`config.mk`:
```
export PLATFORM = sky130hd
export DESIGN_NAME = sapq_cell
export DESIGN_NICKNAME = d
export VERILOG_FILES = /design/src/rtl/core/sapq_pkg.sv /design/src/rtl/core/sapq_cell.sv
export SDC_FILE = /design/constraint.sdc
export NUM_CORES = 1
export LEC_CHECK = 0
export ABC_AREA = 0
export BUFFER_PORTS_ARGS = -buffer_cell sky130_fd_sc_hd__buf_2
export CORE_ASPECT_RATIO = 0.75
export CORE_MARGIN = 8
export CORE_UTILIZATION = 41
export CTS_CLUSTER_SIZE = 16
export DETAILED_ROUTE_END_ITERATION = 10
export PLACE_DENSITY = 0.88
export SYNTH_ARGS = -nofsm -noshare
export SYNTH_HDL_FRONTEND = slang
export SYNTH_SLANG_ARGS = --single-unit
```
`constraint.sdc`:
```
create_clock -name clk -period 4.2 [get_ports clk]
set_clock_uncertainty 0.05 [all_clocks]
set_input_delay 0.42 -clock clk [delete_from_list [all_inputs] [get_ports clk]]
set_output_delay 0.42 -clock clk [all_outputs]
set_load 0.03 [all_outputs]
```
`src/rtl/core/sapq_pkg.sv`:
```
// sapq_pkg: shared constants, codes and types for the sorted array priority queue
// used by sapq_cell and sorted_array_priority_queue; no dependencies
package sapq_pkg;

  // store geometry
  localparam int unsigned CAPACITY_DEFAULT = 128;
  localparam int unsigned DATA_W           = 32;
  localparam int unsigned FILL_W           = 8;

  // top value reported while the queue is empty
  localparam logic [DATA_W-1:0] EMPTY_TOP = {1'b1, {(DATA_W-1){1'b0}}};

  // operation codes
  typedef enum logic {
    OP_PUSH = 1'b0,
    OP_POP  = 1'b1
  } op_t;

  // status codes
  typedef enum logic [1:0] {
    ST_DONE      = 2'd0,
    ST_FULL      = 2'd1,
    ST_EMPTY_POP = 2'd2
  } status_t;

  // per-transaction control broadcast to every cell
  typedef struct packed {
    logic push_en;
    logic pop_en;
  } cell_ctl_t;

endpackage

```
`src/rtl/core/sapq_cell.sv`:
```
// sapq_cell: one slot of the sorted chain, holds a value and trades it with its neighbors
// depends on sapq_pkg
module sapq_cell #(
  parameter int unsigned INDEX   = 0,
  parameter int unsigned COUNT_W = 8
) (
  input  logic                                 clk,
  input  sapq_pkg::cell_ctl_t                  ctl,
  input  logic        [COUNT_W-1:0]            count,
  input  logic signed [sapq_pkg::DATA_W-1:0]   push_value,
  input  logic                                 prev_ins,
  input  logic signed [sapq_pkg::DATA_W-1:0]   prev_value,
  input  logic signed [sapq_pkg::DATA_W-1:0]   next_value,
  output logic                                 ins,
  output logic signed [sapq_pkg::DATA_W-1:0]   value
);

  logic                                 live;
  logic signed [sapq_pkg::DATA_W-1:0]   value_next;

  // slot holds a live entry when it sits below the fill count
  assign live = (COUNT_W'(INDEX) < count);

  // insertion point lies at or above this slot; monotonic along the chain
  assign ins = !live || (push_value > value);

  // push shifts down from the insertion point, pop shifts everything up
  always_comb begin
    value_next = value;
    if (ctl.push_en) begin
      if (prev_ins) begin
        value_next = prev_value;
      end else if (ins) begin
        value_next = push_value;
      end
    end else if (ctl.pop_en) begin
      value_next = next_value;
    end
  end

  always_ff @(posedge clk) begin
    value <= value_next;
  end

endmodule

```
==> results of run 1 <==
path summary, 6_finish.rpt:
| check | start | end | cells after the start |
|---|---|---|---|
| setup / recovery | value[23] | value[29] | 9 |
| hold / removal | next_value[25] | value[25] | 3 |
| setup reg to reg | value[23] | value[29] | 9 |
| hold reg to reg | value[31] | value[17] | 6 |
through the flow:
step / setup WS (ns) / hold slack [ns]
after global routing: 0.475 / 0.425
after CTS: 0.849 / 0.404
final: 0.872 / 0.411
after global placement: 0.893 / 0.691
after floorplan: 0.671 / 0.596
after detailed placement: 0.707 / 0.692
worst register-to-register path: stages, from the launching register on:
cell,delay [ns]
sky130_fd_sc_hd__edfxtp_1,0.36
sky130_fd_sc_hd__inv_1,0.05
sky130_fd_sc_hd__ha_1,0.32
sky130_fd_sc_hd__a21oi_1,0.16
sky130_fd_sc_hd__o21ai_0,0.11
sky130_fd_sc_hd__a211oi_1,0.41
sky130_fd_sc_hd__and3_1,0.25
sky130_fd_sc_hd__o22ai_1,0.12
sky130_fd_sc_hd__nor3_4,0.83
sky130_fd_sc_hd__buf_4,0.37
layout make-up:
class | instances | share of cell area
multi-input combinational | 194 | 0.413
tap | 78 | 0.0287
inverter | 35 | 0.0387
sequential | 32 | 0.283
timing repair buffer | 143 | 0.213
clock inverter | 1 | 0.00110
clock buffer | 7 | 0.0225
kinds of logic after synthesis:
group,count (synthesis),synth area share
compound gates,60,0.127
fa+ha+maj,32,0.158
buf+inv,46,0.0697
flops,32,0.380
mux,32,0.127
simple gates,70,0.139
placed cells by master, fill, tap and decap left out:
| cell | synthesis | routed |
|---|---|---|
| sky130_fd_sc_hd__buf_2 | 3 | 140 |
| sky130_fd_sc_hd__a21oi_1 | 46 | 46 |
| sky130_fd_sc_hd__inv_1 | 35 | 35 |
| sky130_fd_sc_hd__nor2_1 | 34 | 34 |
| sky130_fd_sc_hd__mux2i_1 | 32 | 32 |
| sky130_fd_sc_hd__ha_1 | 32 | 32 |
| sky130_fd_sc_hd__edfxtp_1 | 32 | 32 |
| sky130_fd_sc_hd__nand2_1 | 10 | 10 |
| sky130_fd_sc_hd__nand4_1 | 8 | 8 |
| sky130_fd_sc_hd__o21ai_0 | 7 | 7 |
| sky130_fd_sc_hd__nand3_1 | 6 | 6 |
| sky130_fd_sc_hd__clkbuf_8 | 0 | 5 |
| sky130_fd_sc_hd__nor4_1 | 3 | 3 |
| sky130_fd_sc_hd__buf_4 | 0 | 3 |
| sky130_fd_sc_hd__nor3_1 | 3 | 2 |
| sky130_fd_sc_hd__a211oi_1 | 2 | 2 |
| sky130_fd_sc_hd__clkbuf_1 | 8 | 2 |
| sky130_fd_sc_hd__a21boi_0 | 1 | 1 |
| sky130_fd_sc_hd__a211o_1 | 1 | 1 |
| sky130_fd_sc_hd__nand4_4 | 1 | 1 |
| sky130_fd_sc_hd__nor4_4 | 1 | 1 |
| sky130_fd_sc_hd__a221oi_1 | 1 | 1 |
| sky130_fd_sc_hd__nor3b_2 | 1 | 1 |
| sky130_fd_sc_hd__nand2b_1 | 1 | 1 |
| sky130_fd_sc_hd__and3_1 | 1 | 1 |
| sky130_fd_sc_hd__nor2b_1 | 1 | 1 |
| sky130_fd_sc_hd__a2111oi_0 | 1 | 1 |
| sky130_fd_sc_hd__o22ai_1 | 1 | 1 |
| sky130_fd_sc_hd__nor3_4 | 0 | 1 |
| sky130_fd_sc_hd__clkinv_1 | 0 | 1 |
per-layer routing:
metal	track usage	wire (um)	vias to the layer above
met4	0.0548	143	0
met3	0.0664	655	14
met1	0.200	3310	1092
met2	0.287	3700	95
met5	0	0	-
li1	-	-	1259
power by group through the flow:
stage / registers (mW) / logic [mW] / clock network (mW)
CTS: 0.421 / 0.403 / 0.233
floorplan: 0.504 / 0.176 / 0
global placement: 0.425 / 0.385 / 0
global route: 0.426 / 0.443 / 0.248
finish: 0.421 / 0.399 / 0.226
detailed placement: 0.428 / 0.401 / 0
==> impl_results.md, run 1 <==
* Clock edge transition at the registers on the reported setup and hold paths at 0.07 ns
* Wire length per cell after detailed routing at 15.9 um
* Top cells by area in the synthesized netlist: sky130_fd_sc_hd__edfxtp_1 38%, sky130_fd_sc_hd__ha_1 16%, sky130_fd_sc_hd__mux2i_1 13%
* Kind of cell with the highest combined delay on the critical path: simple AND/OR/NAND/NOR gates
* Number of antenna repair diodes at 0
* Maximum number of pins on one net before global-route repair at 66
* Proportion of power drawn by flip-flops and latches at 0.402
* Non-Filler Cell Area, Final at 0.00340 mm2
* Placed instance count at 482
* Total power of the final layout at 1.05 mW
* Worst slew margin at 0.332
* Average size of a mapped cell at 9.31 um2
* Clk sink count at 32
* Relative contribution of combinational cells to total power at 0.382
* Most numerous cell in the Yosys netlist: sky130_fd_sc_hd__a21oi_1
* Net count of the mapped netlist at 412
* Row Count at 24
* Setup fix buffers added after clock tree synthesis at 0
* Power per cell area at 308 mW/mm2
* Initial core utilization at 0.430
* Total GRT Usage at 0.173
* Cell area after synthesis at 0.00253 mm2
* Most area-hungry cell type in the Yosys netlist: sky130_fd_sc_hd__edfxtp_1
* Number of different library cells in the post-synthesis netlist at 26
* Final period demand of the worst path at 3.33 ns
* Number of antenna violations at the first check in global routing at 0
* CP Launch Type: flop
* Largest registers: value (32)
* Non-filler cells in the finished layout at 490
* Share of the yosys chip area belonging to registers at 0.380
* First DRT Iteration DRCs at 91
* Status: complete, no violations
* Number of failing hold endpoints at the final stage at 0
* Fin util at 0.577
* Top-Level Pins at 141
* Global-route wire length before repair at 12.6 mm
* Class of the tightest hold or removal check: input pin to flop
* Number of remaining DRC errors at 0
* Worst setup EP type: flop
* Via density per instance at 5.02
* Quantity of I/O buffers inserted on ports at 140
* Max Clock Freq at 0.301 GHz
* Post-CTS sizing at 0
* Cell leakage power at 1.77 nW
* Clock Tree Root: sky130_fd_sc_hd__clkbuf_8
* Most instantiated flip-flop cell in the synthesis netlist: sky130_fd_sc_hd__edfxtp_1
* Proportion of synthesized flip-flops having asynchronous set or reset at 0
* Post-detailed-placement half-perimeter wirelength at 6.49 mm
* Most flop-heavy register: value
* Share of the clock period used by the worst path at 0.792
* R2R Setup Slk at 0.87 ns
* Clock share of power at 0.216
* Clock tree from TritonCTS: yes
* Total negative slack for setup checks at 0 ns
* Pre-antenna DRT Iters at 4
* Share of cells above drive strength 1 at 0.369
* Maxcap violations at 0
* Gr ovfl total at 0
* Vias post-DR at 2460
* Internal power consumption at 0.666 mW
* Number of flops mapped to enable cells by yosys at 32
* Flip-flop count of the largest register, all copies and words added at 32
* Critical path's slowest cell: sky130_fd_sc_hd__nor3_4
* Routability congestion estimate from global placement at 0.834
* Antenna-violating nets left at 0
* Peak supply drop at 159 uV
* CP Buf/Inv Count at 2
* Chip height at 84.0 um
* Flip-flop and latch count after synthesis at 32
* Max Fanout on Critical Path at 21
* Die X at 107 um
* Ranking of synthesized cells by instance count: 46 x sky130_fd_sc_hd__a21oi_1, 35 x sky130_fd_sc_hd__inv_1, 34 x sky130_fd_sc_hd__nor2_1
* Endpoints failing setup at 0
* Area of combinational cells with multiple inputs at 0.00141 mm2
* Kind of critical path: flop to flop
* Net switching share of the total power at 0.363
* Final count of pins violating max slew at 0
* Setup repair after global routing missed its margin: no
* Gate Count Post-Synth at 272
* Net total in the final layout at 551
* Number of CTS-inserted buffers at 5
* Post-place instance area at 0.00332 mm2
* Number of global-route vias before repair at 2652
* Arrival @ worst endpoint at 3.25 ns
* Number of synthesis warnings at 0
* Required @ worst endpoint at 4.13 ns
* Floorplan core area at 0.00589 mm2
* Slew at the pin with the worst max-slew slack at 0.999 ns
* Critical Path Max Stage Delay at 0.83 ns
* H-Tree Depth at 2
* Area growth from synthesis to layout at 34.3%
* Clock latency at the later pin of the worst-skew pair at 0.27 ns
* Ordered list of cells on the worst path: inv_1 -> ha_1 -> a21oi_1 -> o21ai_0 -> a211oi_1 -> and3_1 -> o22ai_1 -> nor3_4 -> buf_4
* Net switching power at 0.380 mW
* Clk buf depth at 2
* Post-cts hold buffer count at 0
* Total Wirelength at 7.81 mm
* Fraction of synthesized cell area taken by the top area cell type at 0.380
* FF/Latch Area at 961 um2
* Total die area at 0.00897 mm2
* Number of inserted filler cells in the final layout at 555
(Power assumes the default switching activity.)
==> inputs of run 2 (changes only) <==
- ABC_AREA: 0 -> 1
- CORE_UTILIZATION: 41 -> 45
- PLACE_DENSITY: 0.88 -> 0.91
- clock period: 4.2 -> 3.1 ns (I/O delays scaled with it)
==> run 2 against run 1 <==
  * Utilization increased by 5.5 points
  * Clock power rose by 71%
  * Hold slack got worse by 0.16 ns
  * Design area about the same
  * Cell count grew 11%
  * Setup slack got worse by 0.18 ns
  * Wire length increased by 2.1%
  * Synthesized cell count up 21%
  * Sequential power rose by 36%
  * Critical path type is now flop to output pin
==> impl_results.md, run 2 <==
* Gr ovfl total at 0 (unchanged)
* Vias post-DR at 2686 (+9.2%)
* Cell area after synthesis at 0.00251 mm2 (-0.64%)
* Total GRT Usage at 0.192 (+0.0192)
* Number of inserted filler cells in the final layout at 515 (-7.2%)
* Total negative slack for setup checks at 0 ns (unchanged)
* CP Launch Type: flop
* Most area-hungry cell type in the Yosys netlist: sky130_fd_sc_hd__edfxtp_1
* Flip-flop and latch count after synthesis at 32 (unchanged)
* H-Tree Depth at 2 (unchanged)
* Total die area at 0.00826 mm2 (-7.9%)
* Required @ worst endpoint at 2.74 ns (-1.39 ns)
* Total Wirelength at 7.98 mm (+2.1%)
* Proportion of synthesized flip-flops having asynchronous set or reset at 0 (unchanged)
* Peak supply drop at 250 uV (+57%)
* Worst setup EP type: output pin
* Max Clock Freq at 0.415 GHz
* Status: complete, no violations
* Top-Level Pins at 141 (unchanged)
* Class of the tightest hold or removal check: input pin to flop
* Chip height at 80.7 um (-3.9%)
* Share of the yosys chip area belonging to registers at 0.382 (+0.00246)
* Die X at 102 um (-4.1%)
* Non-filler cells in the finished layout at 545 (+11%)
* Final period demand of the worst path at 2.41 ns
* Number of remaining DRC errors at 0 (unchanged)
* Worst Hold Depth at 3 (unchanged)
* Number of global-route vias before repair at 2740 (+3.3%)
* Commonest non-fill, non-tap cells in the layout: 140 x sky130_fd_sc_hd__buf_2, 72 x sky130_fd_sc_hd__nand2_1, 63 x sky130_fd_sc_hd__o21ai_0, 44 x sky130_fd_sc_hd__inv_1, 41 x sky130_fd_sc_hd__nor2_1
* Post-CTS sizing at 0 (unchanged)
* Final count of pins violating max slew at 0 (unchanged)
* Slew at the pin with the worst max-slew slack at 1.10 ns (+0.0986 ns)
* Most flop-heavy register: value
* Pre-antenna DRT Iters at 4 (unchanged)
* Number of antenna violations at the first check in global routing at 0 (unchanged)
* Initial core utilization at 0.467 (+0.0373)
* Floorplan core area at 0.00538 mm2 (-8.6%)
* Share of cells above drive strength 1 at 0.334 (-0.0349)
* Gate Count Post-Synth at 330 (+21%)
* Net total in the final layout at 609 (+11%)
* End of the worst register-to-register path: value[18]
* Fraction of synthesized cell area taken by the top area cell type at 0.382 (+0.00246)
* Clock latency at the later pin of the worst-skew pair at 0.28 ns (about the same)
* Placed instance count at 537 (+11%)
* First DRT Iteration DRCs at 90 (-1.1%)
* Post-cts hold buffer count at 0 (unchanged)
* Average size of a mapped cell at 7.62 um2 (-18%)
* Via density per instance at 4.93 (-1.8%)
* Leading cell type in the layout, fill and taps excluded: sky130_fd_sc_hd__buf_2
* Source of the worst hold timing path: next_value[24]
* Total power of the final layout at 1.49 mW (+43%)
* Kind of critical path: flop to output pin
* Area growth from synthesis to layout at 35.2%
* Power per cell area at 439 mW/mm2 (+43%)
* Most numerous cell in the Yosys netlist: sky130_fd_sc_hd__nand2_1
* Clock tree from TritonCTS: yes
* Routability congestion estimate from global placement at 0.817 (-2.0%)
* Number of flops mapped to enable cells by yosys at 32 (unchanged)
* Launch instance of the worst register-to-register path: value[19]
* Number of different library cells in the post-synthesis netlist at 21 (-19%)
* Flip-flop count of the largest register, all copies and words added at 32 (unchanged)
* Clk sink count at 32 (unchanged)
* Arrival @ worst endpoint at 2.05 ns (-1.20 ns)
* Number of CTS-inserted buffers at 5 (unchanged)
* Largest registers: value (32)
* Post-detailed-placement half-perimeter wirelength at 6.48 mm (-0.14%)
* Setup repair after global routing missed its margin: no
* Antenna-violating nets left at 0 (unchanged)
* R2R Setup Slk at 0.77 ns (-0.10 ns)
* Setup fix buffers added after clock tree synthesis at 0 (unchanged)
* Hold Path Sink: value[24]
* Global-route wire length before repair at 12.6 mm (-0.44%)
* Number of antenna repair diodes at 0 (unchanged)
* Max Fanout on Critical Path at 2 (-90%)
* Ranking of synthesized cells by instance count: 72 x sky130_fd_sc_hd__nand2_1, 63 x sky130_fd_sc_hd__o21ai_0, 44 x sky130_fd_sc_hd__inv_1
* Area of combinational cells with multiple inputs at 0.00134 mm2 (-4.6%)
* Cell leakage power at 1.80 nW (+1.6%)
* Worst slew margin at 0.267 (-0.0644)
* Clk buf depth at 2 (unchanged)
* Share of the clock period used by the worst path at 0.776
* Maxcap violations at 0 (unchanged)
* Quantity of I/O buffers inserted on ports at 140 (unchanged)
* Hold_ws at 0.255 ns (-0.155 ns)
* Number of failing hold endpoints at the final stage at 0 (unchanged)
* Top cells by area in the synthesized netlist: sky130_fd_sc_hd__edfxtp_1 38%, sky130_fd_sc_hd__ha_1 16%, sky130_fd_sc_hd__o21ai_0 13%
* Net count of the mapped netlist at 470 (+14%)
* FF/Latch Area at 961 um2 (unchanged)
* Most instantiated flip-flop cell in the synthesis netlist: sky130_fd_sc_hd__edfxtp_1
* FF-to-FF path depth at 16 (+7)
* Clock edge transition at the registers on the reported setup and hold paths at 0.07 ns (about the same)
* Number of synthesis warnings at 0 (unchanged)
* Maximum number of pins on one net before global-route repair at 35 (-47%)
* Wire length per cell after detailed routing at 14.6 um (-8.2%)
* Row Count at 23 (-4.2%)
* Endpoints failing setup at 0 (unchanged)
* Clock Tree Root: sky130_fd_sc_hd__clkbuf_8
run 2: cell count changes after synthesis, sizes merged, moves of 2 or more:
cell	previous run	this run
nor3	3	0
nand2	10	73
nand3	6	4
nor2	34	43
buf	3	0
nor4	4	2
mux2i	32	0
o21ai	7	66
inv	35	44
a211oi	2	0
a21oi	46	14
nand4	9	2
clkbuf	8	12
o21a	0	2
run 2: worst max-delay path: stages, from the launching register on:
cell and delay [ns]:
sky130_fd_sc_hd__edfxtp_1 0.39, sky130_fd_sc_hd__inv_1 0.07, sky130_fd_sc_hd__ha_1 0.23, sky130_fd_sc_hd__nand2_1 0.08
sky130_fd_sc_hd__inv_1 0.05, sky130_fd_sc_hd__nand2_1 0.06, sky130_fd_sc_hd__nand2_1 0.05, sky130_fd_sc_hd__nand2_1 0.05
sky130_fd_sc_hd__nand2_1 0.08, sky130_fd_sc_hd__a21oi_1 0.21, sky130_fd_sc_hd__nand2_1 0.08, sky130_fd_sc_hd__nand2_1 0.08
sky130_fd_sc_hd__nand3_2 0.08, sky130_fd_sc_hd__nand2_1 0.06, sky130_fd_sc_hd__buf_2 0.20
run 2: worst max path at each step:
stage | cells after the start | start | to | slack (ns)
after floorplan | 12 | value[31] | value[0] | 0.39
after global placement | 13 | push_value[31] | value[16] | 0.77
after detailed placement | 13 | push_value[23] | value[17] | 0.74
after CTS | 14 | value[19] | ins | 0.68
after global routing | 13 | value[15] | ins | 0.51
final | 14 | value[19] | ins | 0.69
run 2: cell families after synthesis:
family | share of synthesized area
simple gates | 0.205
compound gates | 0.168
buf+inv | 0.0851
fa+ha+maj | 0.159
flops | 0.382
run 2: stage by stage:
| step | setup WS (ns) | cell area (um2) | utilization |
|---|---|---|---|
| floorplan | 0.389 | 2510 | - |
| global placement | 0.767 | 3290 | 0.612 |
| detailed placement | 0.743 | 3290 | 0.612 |
| CTS | 0.680 | 3400 | 0.632 |
| global route | 0.506 | 3400 | 0.632 |
| finish | 0.693 | 3400 | 0.632 |
run 2: power breakdown:
group | internal [mW] | switching, mW | total (mW)
registers | 0.546 | 0.0265 | 0.573
logic | 0.191 | 0.341 | 0.532
clock network | 0.234 | 0.153 | 0.387
total | 0.971 | 0.521 | 1.49
run 2: metal layers:
metal | track usage | vias up | share of wire
met3 | 0.0658 | 11 | 0.088
met5 | 0 | - | 0
li1 | - | 1374 | -
met2 | 0.344 | 103 | 0.49
met4 | 0.0642 | 0 | 0.016
met1 | 0.210 | 1198 | 0.40
run 2: layout make-up:
cell class	count	share of cell area
clock buffer	5	0.0202
multi-input combinational	241	0.394
clock inverter	3	0.0110
inverter	45	0.0497
timing repair buffer	144	0.215
sequential	32	0.283
tap	75	0.0276
